[src/rtl/rrt_pkg.sv]
package rrt_pkg;

	// Table geometry.
	localparam int MAX_INTERVALS = 64;
	localparam int IDX_W = $clog2(MAX_INTERVALS);
	localparam int CNT_W = IDX_W + 1;
	localparam int OFS_W = 17;
	localparam int IN_W = 16;

	// One held interval, half open [lo, hi).
	typedef struct packed {
		logic [OFS_W-1:0] lo;
		logic [OFS_W-1:0] hi;
	} ent_t;

	// Result status codes.
	typedef enum logic [1:0] {
		ST_ACCEPTED = 2'd0,
		ST_OVERLAP  = 2'd1,
		ST_FULL     = 2'd2
	} status_t;

	// How an arriving chunk joins the table.
	typedef enum logic [2:0] {
		ACT_OVERLAP,
		ACT_FULL,
		ACT_BRIDGE,
		ACT_LEFT,
		ACT_RIGHT,
		ACT_INSERT
	} act_t;

	// Controller states.
	typedef enum logic [3:0] {
		S_IDLE,
		S_SCAN_RD,
		S_SCAN_CHK,
		S_DECIDE,
		S_SHIFT,
		S_INSERT,
		S_RD0,
		S_RD1,
		S_FIN
	} state_t;

	// Commands from the controller to the datapath.
	typedef struct packed {
		logic load;
		logic scan_rd;
		logic scan_chk;
		logic decide;
		logic shift;
		logic insert;
		logic rd0;
		logic rd1;
		logic fin;
	} cmd_t;

	// Status from the datapath to the controller.
	typedef struct packed {
		logic zero_len;
		logic empty;
		logic hit;
		logic last;
		logic need_shift;
		logic shift_done;
		logic is_insert;
	} stat_t;

endpackage

[src/rtl/rrt_ctrl.sv]
module rrt_ctrl import rrt_pkg::*; (
	input  logic  clk,
	input  logic  arst_n,
	input  logic  start,
	input  stat_t stat,
	output cmd_t  cmd,
	output logic  busy
);

	state_t state_q;
	state_t state_nxt;

	// State register.
	always_ff @(posedge clk or negedge arst_n) begin
		if (!arst_n) begin
			state_q <= S_IDLE;
		end else begin
			state_q <= state_nxt;
		end
	end

	// Next-state logic.
	always_comb begin
		state_nxt = state_q;
		case (state_q)
			S_IDLE: begin
				if (start) begin
					if (stat.zero_len) begin
						state_nxt = S_RD0;
					end else if (stat.empty) begin
						state_nxt = S_DECIDE;
					end else begin
						state_nxt = S_SCAN_RD;
					end
				end
			end
			S_SCAN_RD: begin
				state_nxt = S_SCAN_CHK;
			end
			S_SCAN_CHK: begin
				if (stat.hit || stat.last) begin
					state_nxt = S_DECIDE;
				end
			end
			S_DECIDE: begin
				state_nxt = stat.need_shift ? S_SHIFT : S_RD0;
			end
			S_SHIFT: begin
				if (stat.shift_done) begin
					state_nxt = stat.is_insert ? S_INSERT : S_RD0;
				end
			end
			S_INSERT: begin
				state_nxt = S_RD0;
			end
			S_RD0: begin
				state_nxt = S_RD1;
			end
			S_RD1: begin
				state_nxt = S_FIN;
			end
			S_FIN: begin
				state_nxt = S_IDLE;
			end
			default: begin
				state_nxt = S_IDLE;
			end
		endcase
	end

	// Command outputs.
	always_comb begin
		cmd = '0;
		busy = 1'b1;
		case (state_q)
			S_IDLE: begin
				busy = 1'b0;
				cmd.load = start;
			end
			S_SCAN_RD:  cmd.scan_rd = 1'b1;
			S_SCAN_CHK: cmd.scan_chk = 1'b1;
			S_DECIDE:   cmd.decide = 1'b1;
			S_SHIFT:    cmd.shift = 1'b1;
			S_INSERT:   cmd.insert = 1'b1;
			S_RD0:      cmd.rd0 = 1'b1;
			S_RD1:      cmd.rd1 = 1'b1;
			S_FIN:      cmd.fin = 1'b1;
			default: begin
				busy = 1'b1;
			end
		endcase
	end

endmodule

[src/rtl/rrt_dpath.sv]
module rrt_dpath import rrt_pkg::*; (
	input  logic             clk,
	input  logic             arst_n,
	input  cmd_t             cmd,
	output stat_t            stat,
	input  logic [IN_W-1:0]  chunk_start,
	input  logic [IN_W-1:0]  chunk_length,
	input  logic             cfg_wr_en,
	input  logic [OFS_W-1:0] cfg_wr_data,
	output logic             done,
	output logic [1:0]       status,
	output logic [CNT_W-1:0] ranges_held,
	output logic             complete,
	output logic [OFS_W-1:0] gap_start,
	output logic [OFS_W-1:0] gap_length
);

	// Interval table, one entry per held interval.
	ent_t mem [MAX_INTERVALS];
	ent_t rd_q;
	logic [IDX_W-1:0] rd_addr;
	logic             wr_en;
	logic [IDX_W-1:0] wr_addr;
	ent_t             wr_data;

	// Control and working registers.
	logic [OFS_W-1:0] total_q;
	logic [CNT_W-1:0] n_q;
	logic [OFS_W-1:0] s_q;
	logic [OFS_W-1:0] e_q;
	logic             zero_q;
	logic [CNT_W-1:0] k_q;
	logic [CNT_W-1:0] k_inc;
	logic [CNT_W-1:0] p_q;
	logic             hit_q;
	ent_t             prev_q;
	ent_t             cur_q;
	ent_t             e0_q;
	act_t             act_q;
	act_t             act;
	status_t          status_q;
	logic [CNT_W-1:0] rem_q;
	logic             dir_q;
	logic             wv_q;
	logic [IDX_W-1:0] wa_q;
	logic             done_q;
	logic [1:0]       status_out_q;
	logic [CNT_W-1:0] ranges_q;
	logic             complete_q;
	logic [OFS_W-1:0] gap_start_q;
	logic [OFS_W-1:0] gap_length_q;

	logic scan_hit;
	logic overlap;
	logic touch_l;
	logic touch_r;

	// Gap computation terms.
	logic             fin_complete;
	logic [OFS_W-1:0] fin_gs;
	logic [OFS_W-1:0] fin_gl;
	logic [OFS_W-1:0] lim;

	assign k_inc = k_q + CNT_W'(1);
	assign scan_hit = rd_q.hi > s_q;

	// Placement decision from the scan result.
	assign overlap = hit_q && (cur_q.lo < e_q);
	assign touch_l = (p_q != '0) && (prev_q.hi == s_q);
	assign touch_r = hit_q && (cur_q.lo == e_q);

	always_comb begin
		if (overlap) begin
			act = ACT_OVERLAP;
		end else if (touch_l && touch_r) begin
			act = ACT_BRIDGE;
		end else if (touch_l) begin
			act = ACT_LEFT;
		end else if (touch_r) begin
			act = ACT_RIGHT;
		end else if (n_q == CNT_W'(MAX_INTERVALS)) begin
			act = ACT_FULL;
		end else begin
			act = ACT_INSERT;
		end
	end

	// Status toward the controller.
	always_comb begin
		stat.zero_len   = (chunk_length == '0);
		stat.empty      = (n_q == '0);
		stat.hit        = scan_hit;
		stat.last       = (k_inc == n_q);
		stat.need_shift = (act == ACT_BRIDGE) || (act == ACT_INSERT);
		stat.shift_done = (rem_q == '0) && !wv_q;
		stat.is_insert  = (act_q == ACT_INSERT);
	end

	// Read address selection.
	always_comb begin
		rd_addr = '0;
		if (cmd.scan_rd || cmd.shift) begin
			rd_addr = k_q[IDX_W-1:0];
		end else if (cmd.scan_chk) begin
			rd_addr = k_inc[IDX_W-1:0];
		end else if (cmd.rd0) begin
			rd_addr = '0;
		end else if (cmd.rd1) begin
			rd_addr = IDX_W'(1);
		end
	end

	// Write port selection: merges, shift moves and the new entry.
	always_comb begin
		wr_en = 1'b0;
		wr_addr = wa_q;
		wr_data = rd_q;
		if (cmd.decide) begin
			case (act)
				ACT_BRIDGE: begin
					wr_en = 1'b1;
					wr_addr = IDX_W'(p_q - CNT_W'(1));
					wr_data = '{lo: prev_q.lo, hi: cur_q.hi};
				end
				ACT_LEFT: begin
					wr_en = 1'b1;
					wr_addr = IDX_W'(p_q - CNT_W'(1));
					wr_data = '{lo: prev_q.lo, hi: e_q};
				end
				ACT_RIGHT: begin
					wr_en = 1'b1;
					wr_addr = p_q[IDX_W-1:0];
					wr_data = '{lo: s_q, hi: cur_q.hi};
				end
				default: begin
					wr_en = 1'b0;
				end
			endcase
		end else if (cmd.shift) begin
			wr_en = wv_q;
		end else if (cmd.insert) begin
			wr_en = 1'b1;
			wr_addr = p_q[IDX_W-1:0];
			wr_data = '{lo: s_q, hi: e_q};
		end
	end

	// Table memory with registered read.
	always_ff @(posedge clk) begin
		rd_q <= mem[rd_addr];
		if (wr_en) begin
			mem[wr_addr] <= wr_data;
		end
	end

	// Completion and first gap after the update.
	always_comb begin
		fin_complete = 1'b0;
		fin_gs = '0;
		fin_gl = '0;
		lim = total_q;
		if ((n_q > CNT_W'(1)) && (rd_q.lo < total_q)) begin
			lim = rd_q.lo;
		end
		if (total_q == '0) begin
			fin_complete = 1'b1;
		end else if (n_q == '0) begin
			fin_gl = total_q;
		end else if (e0_q.lo != '0) begin
			fin_gl = (e0_q.lo < total_q) ? e0_q.lo : total_q;
		end else if (e0_q.hi >= total_q) begin
			fin_complete = 1'b1;
		end else begin
			fin_gs = e0_q.hi;
			fin_gl = lim - e0_q.hi;
		end
		if (fin_complete) begin
			fin_gs = total_q;
			fin_gl = '0;
		end
	end

	// Control registers.
	always_ff @(posedge clk or negedge arst_n) begin
		if (!arst_n) begin
			total_q <= '0;
			n_q <= '0;
			rem_q <= '0;
			wv_q <= 1'b0;
			done_q <= 1'b0;
		end else begin
			done_q <= cmd.fin;
			if (cfg_wr_en) begin
				total_q <= cfg_wr_data;
			end
			if (cmd.decide) begin
				wv_q <= 1'b0;
				if (act == ACT_BRIDGE) begin
					n_q <= n_q - CNT_W'(1);
					rem_q <= n_q - CNT_W'(1) - p_q;
				end else if (act == ACT_INSERT) begin
					n_q <= n_q + CNT_W'(1);
					rem_q <= n_q - p_q;
				end else begin
					rem_q <= '0;
				end
			end else if (cmd.shift) begin
				if (rem_q != '0) begin
					wv_q <= 1'b1;
					rem_q <= rem_q - CNT_W'(1);
				end else begin
					wv_q <= 1'b0;
				end
			end
		end
	end

	// Working registers of the current transaction.
	always_ff @(posedge clk) begin
		if (cmd.load) begin
			s_q <= {1'b0, chunk_start};
			e_q <= OFS_W'(chunk_start) + OFS_W'(chunk_length);
			k_q <= '0;
			p_q <= '0;
			hit_q <= 1'b0;
			status_q <= ST_ACCEPTED;
		end
		if (cmd.scan_chk) begin
			if (scan_hit) begin
				cur_q <= rd_q;
				p_q <= k_q;
				hit_q <= 1'b1;
			end else begin
				prev_q <= rd_q;
				p_q <= k_inc;
				k_q <= k_inc;
			end
		end
		if (cmd.decide) begin
			act_q <= act;
			case (act)
				ACT_OVERLAP: status_q <= ST_OVERLAP;
				ACT_FULL:    status_q <= ST_FULL;
				default:     status_q <= ST_ACCEPTED;
			endcase
			if (act == ACT_INSERT) begin
				k_q <= n_q - CNT_W'(1);
				dir_q <= 1'b1;
			end else begin
				k_q <= p_q + CNT_W'(1);
				dir_q <= 1'b0;
			end
		end
		// Each shift cycle reads one entry and moves the previous one.
		if (cmd.shift && (rem_q != '0)) begin
			if (dir_q) begin
				wa_q <= IDX_W'(k_inc);
				k_q <= k_q - CNT_W'(1);
			end else begin
				wa_q <= IDX_W'(k_q - CNT_W'(1));
				k_q <= k_inc;
			end
		end
		if (cmd.rd1) begin
			e0_q <= rd_q;
		end
		if (cmd.fin) begin
			status_out_q <= status_q;
			ranges_q <= n_q;
			complete_q <= fin_complete;
			gap_start_q <= fin_gs;
			gap_length_q <= fin_gl;
		end
	end

	assign done = done_q;
	assign status = status_out_q;
	assign ranges_held = ranges_q;
	assign complete = complete_q;
	assign gap_start = gap_start_q;
	assign gap_length = gap_length_q;

endmodule

[src/rtl/received_range_tracker.sv]
// A zero-length chunk skips the scan and shift phases and goes straight to the result reads.
// The scan and the shift each visit one table entry per cycle: one read and one write a cycle.
// Throughput: one transaction at a time; busy stays high from acceptance until the result
// strobe cycle, and a new transaction can be accepted at the edge that ends that cycle.
// Reset clears the interval count and total_q; the table contents are not cleared.
// The receiver cannot stall; done is high for a single cycle and the result outputs hold until the next result.
module received_range_tracker import rrt_pkg::*; (
	input  logic             clk,
	input  logic             arst_n,
	input  logic             start,
	output logic             busy,
	input  logic [IN_W-1:0]  chunk_start,
	input  logic [IN_W-1:0]  chunk_length,
	input  logic             cfg_wr_en,
	input  logic [OFS_W-1:0] cfg_wr_data,
	output logic             done,
	output logic [1:0]       status,
	output logic [CNT_W-1:0] ranges_held,
	output logic             complete,
	output logic [OFS_W-1:0] gap_start,
	output logic [OFS_W-1:0] gap_length
);

	cmd_t  cmd;
	stat_t stat;

	// Sequencer for scan, merge, shift and result phases.
	rrt_ctrl u_ctrl (
		.clk    (clk),
		.arst_n (arst_n),
		.start  (start),
		.stat   (stat),
		.cmd    (cmd),
		.busy   (busy)
	);

	// Interval table and arithmetic.
	rrt_dpath u_dpath (
		.clk          (clk),
		.arst_n       (arst_n),
		.cmd          (cmd),
		.stat         (stat),
		.chunk_start  (chunk_start),
		.chunk_length (chunk_length),
		.cfg_wr_en    (cfg_wr_en),
		.cfg_wr_data  (cfg_wr_data),
		.done         (done),
		.status       (status),
		.ranges_held  (ranges_held),
		.complete     (complete),
		.gap_start    (gap_start),
		.gap_length   (gap_length)
	);

endmodule
[config.mk]
export PLATFORM = sky130hd
export DESIGN_NAME = received_range_tracker
export DESIGN_NICKNAME = d
export VERILOG_FILES = /design/src/rtl/rrt_pkg.sv /design/src/rtl/rrt_ctrl.sv /design/src/rtl/rrt_dpath.sv /design/src/rtl/received_range_tracker.sv
export SDC_FILE = /design/constraint.sdc
export NUM_CORES = 2
export LEC_CHECK = 0
export ABC_AREA = 1
export ABC_CLOCK_PERIOD_IN_PS = 7360
export BUFFER_PORTS_ARGS = -buffer_cell sky130_fd_sc_hd__buf_2
export CORE_AREA = 2 2 436 438
export DETAILED_ROUTE_END_ITERATION = 8
export DIE_AREA = 0 0 438 440
export PLACE_DENSITY = 0.8
export SLEW_MARGIN = 20
export SYNTH_ARGS = -nofsm -noshare
export SYNTH_HDL_FRONTEND = slang
export SYNTH_HIERARCHICAL = 1
export SYNTH_SLANG_ARGS = --single-unit
[constraint.sdc]
create_clock -name clk -period 7.36 [get_ports clk]
set_input_delay 0.368 -clock clk [delete_from_list [all_inputs] [get_ports clk]]
set_output_delay 0.368 -clock clk [all_outputs]
set_load 0.1 [all_outputs]
==> summary.txt <==
Setup path
  – R2r endpoint: u_dpath/rd_q[33]
  – Reg2reg start: u_ctrl/state_q[1]
  – R2r setup slk: around 1.9 ns
  – CP arrival: 6.26 ns
  – Crit start category: flip-flop
  – Setup CP Type: reg2reg
  – Critical path required time: 8.14 ns
  – Critical path endpoint category: flip-flop
  – Worst path bufs/invs: 3
  – Crit-path most repeated cell: nand2_1
  – Cell family with most CP delay: simple AND/OR/NAND/NOR gates
  – Slowest CP cell: buf_4
  – Critical-path cell list: inv_2 > nand2_1 > nor2_2 > nor2_4 > nand2_2 > o22ai_4 > buf_4 > buf_12 > o21ai_0 > o22ai_1 > nand2_1 > nand2_1 > nand2_1 > nand3_1 > nand3_1 > nand2_1
  – Critical path's largest stage delay: 0.79 ns
  – Worst R2R Path Depth: 16
  – Worst-path fanout max: 178

CTS
  – Clk_lat worst skew: 0.92 ns
  – Clock transition at path regs: 0.07 ns
  – # hold bufs at CTS: 39
  – Total setup buffers inserted after CTS: 0
  – H-tree depth: 4
  – CTS tree: yes
  – Clock Tree Root: clkbuf_16
  – Num CTS Buffers: 228
  – TritonCTS Sinks: approximately 2.5k
  – PostCTS Resize Cnt: 0
  – Clock Path Buffers: 3

Cells and area
  – Fillers: approximately 14k
  – Final nets: between 8k and 9k
  – Area of the multi-input gates: between 0.02 and 0.03 mm^2
  – Synth-to-layout area growth: 11.77%
  – Register area: between 0.07 and 0.08 mm^2
  – Layout cell share with drive strength beyond 1: 0.08228
  – Final std cells w/o fill: 11.37k

Floorplanning
  – DIE WIDTH: 438 um
  – Initial Utilization: 0.5458
  – Die Span Y: 440 um
  – Boundary Pins: ~100
  – Rows: 160
  – Core ar.: 0.1886 mm^2
  – Die area: 0.1927 mm^2

STA
  – Post-route setup slack: 1.879 ns
  – # setup viols final: 0
  – Hold Fails Final Rpt: 0
  – Worst slew pin tran: around 1.2 ns
  – Final Cycle Share: 0.7447
  – Max-slew headroom: 0.1724
  – Setup TNS: 0 ns
  – RSZ-0062 raised after global routing: no
  – Worst clock skew: 0.06665 ns
  – Max-slew violations: 0
  – Maximum operating frequency: around 0.18 GHz
  – Minimum clock period: between 5 and 6 ns

Global routing
  – First-pass GRT wire length: approximately 440 mm
  – Antenna violations before repair: 8
  – Overflow after GRT: 0
  – Vias in the first global route: 68.88k
  – Total GRT Usage: 0.3045
  – Largest net degree at the start of global routing: between 200 and 250

Yosys
  – Cell Area, Synth: slightly above 0.1 mm^2
  – Avg Inst Size Synth: 11.87 um^2
  – FF+latch count, synth: 2453
  – Synth area leader: edfxtp_1
  – Post-synth top flop: edfxtp_1
  – Synth top area share: 0.6926
  – Sequential area share after synthesis: 0.7098
  – Cell count after synthesis: 8675
  – EDFF count, synth: 2374
  – Synth warnings: 6
  – Post-Syn Nets: 8868
  – Netlist cell types: 53
  – Synth top area cells: edfxtp_1 (69%), o21ai_0 (5.9%), nand2_1 (5.1%), nor2_1 (4.5%), o22ai_1 (2.8%)
  – Fraction of registers with async set/reset: 0.01508

Placed design
  – GP Congestion: 0.9537
  – Pre-CTS setup slack: 2.062 ns
  – Buffers on Ports: around 100
  – Hpwl dp: 169.1 mm
  – Dpl cells: between 10k and 15k

Flow run
  – Total of max-cap violations: 0

Routing
  – DRT antenna net count: 0
  – Drt total wl: 301.2 mm
  – Via/cell ratio: 6.418
  – DRC: 0
  – Drt pass-1 iters: 8
  – Starting DRT DRC Count: 12.88k
  – WL/cell: around 26 um
  – DR vias: 72.99k

Worst hold path
  – Worst Hold Class: in2async

Status
  – Status: complete, no violations
==> flip-flops by register name, summed over array words and instances, names as in the netlist, 2 cells and up <==
name and flops:
u_ctrl/state_q 4, u_dpath/act_q 3, u_dpath/cur_q 34, u_dpath/e0_q 34
u_dpath/e_q 17, u_dpath/gap_length 17, u_dpath/gap_start 17, u_dpath/k_q 7
u_dpath/mem 2176, u_dpath/n_q 7, u_dpath/p_q 7, u_dpath/prev_q 34
u_dpath/ranges_held 7, u_dpath/rd_q 34, u_dpath/rem_q 7, u_dpath/s_q 16
u_dpath/status 2, u_dpath/status_q 2, u_dpath/total_q 17, u_dpath/wa_q 6
==> Yosys cell counts, drive strengths merged, types with 116 or more instances <==
| cell | n |
|---|---|
| o22ai | 465 |
| nor2 | 1244 |
| inv | 313 |
| buf | 140 |
| o211ai | 174 |
| a21oi | 116 |
| o21ai | 1238 |
| edfxtp | 2374 |
| clkbuf | 386 |
| nand2 | 1411 |
| nand3 | 342 |
| ha | 136 |
==> per-layer routing <==
layer,GRT usage,part of all wire,vias to the layer above
li1,-,-,31340
met4,0.1894,0.071,0
met3,0.07540,0.13,929
met2,0.4628,0.45,5585
met1,0.3959,0.35,35140
met5,0,0,-
==> how the worst max path moves through the flow <==
stage,depth (start not counted),startpoint,end
after floorplan,14,u_dpath/e_q[16],u_dpath/mem[0][10]
after global placement,16,u_dpath/e_q[16],u_dpath/mem[42][6]
after detailed placement,16,u_dpath/e_q[16],u_dpath/mem[42][6]
after CTS,15,u_dpath/cur_q[33],u_dpath/mem[42][33]
after global routing,22,u_dpath/total_q[16],u_dpath/gap_length[11]
final,16,u_ctrl/state_q[1],u_dpath/rd_q[33]
==> metrics by stage <==
step / cell area (um^2) / util / hold slack (ns)
6_report: 115000 / 0.6101 / 0.03248
2_1_floorplan: 102900 / - / 0.07241
5_1_grt: 115000 / 0.6101 / 0.04577
3_5_place_dp: 106400 / 0.5641 / 0.5156
3_3_place_gp: 106200 / 0.5632 / 0.4991
4_1_cts: 114300 / 0.6062 / 0.005231
==> layout by cell type (no fill, tap or decap), types with 113 or more instances in the layout <==
cell and instances:
nand3_1 335, ha_1 136, o211ai_1 174, a21oi_1 113, o21ai_0 1210, nor2_1 1162
o22ai_1 460, clkbuf_16 229, edfxtp_1 2374, nand2_1 1391, inv_1 287
==> layout make-up <==
cell class / instances / share of cell area
well taps: 2511 / 0.02731
multi-input cells: 5379 / 0.2366
clock buffers: 285 / 0.05216
clock inverters: 141 / 0.01334
flip-flops and latches: 2453 / 0.6350
diodes: 1 / 0.00002175
repair buffers: 285 / 0.02497
inverters: 317 / 0.01059
==> logic make-up (layout without fill, tap and decap cells) <==
kind of cell / Yosys count / count (layout) / synth area share
XOR/XNOR: 65 / 65 / 0.005531
AND/OR/NAND/NOR: 3078 / 3078 / 0.1200
AO/OA/AOI/OAI: 2096 / 2096 / 0.1151
buffers and inverters: 843 / 1028 / 0.03230
other: 0 / 1 / 0
flip-flops: 2453 / 2453 / 0.7098
adder cells (fa/ha/maj): 140 / 140 / 0.01731
Power is not shown: default switching activity piles up to over one toggle a cycle in this logic, so the estimate is an artifact.
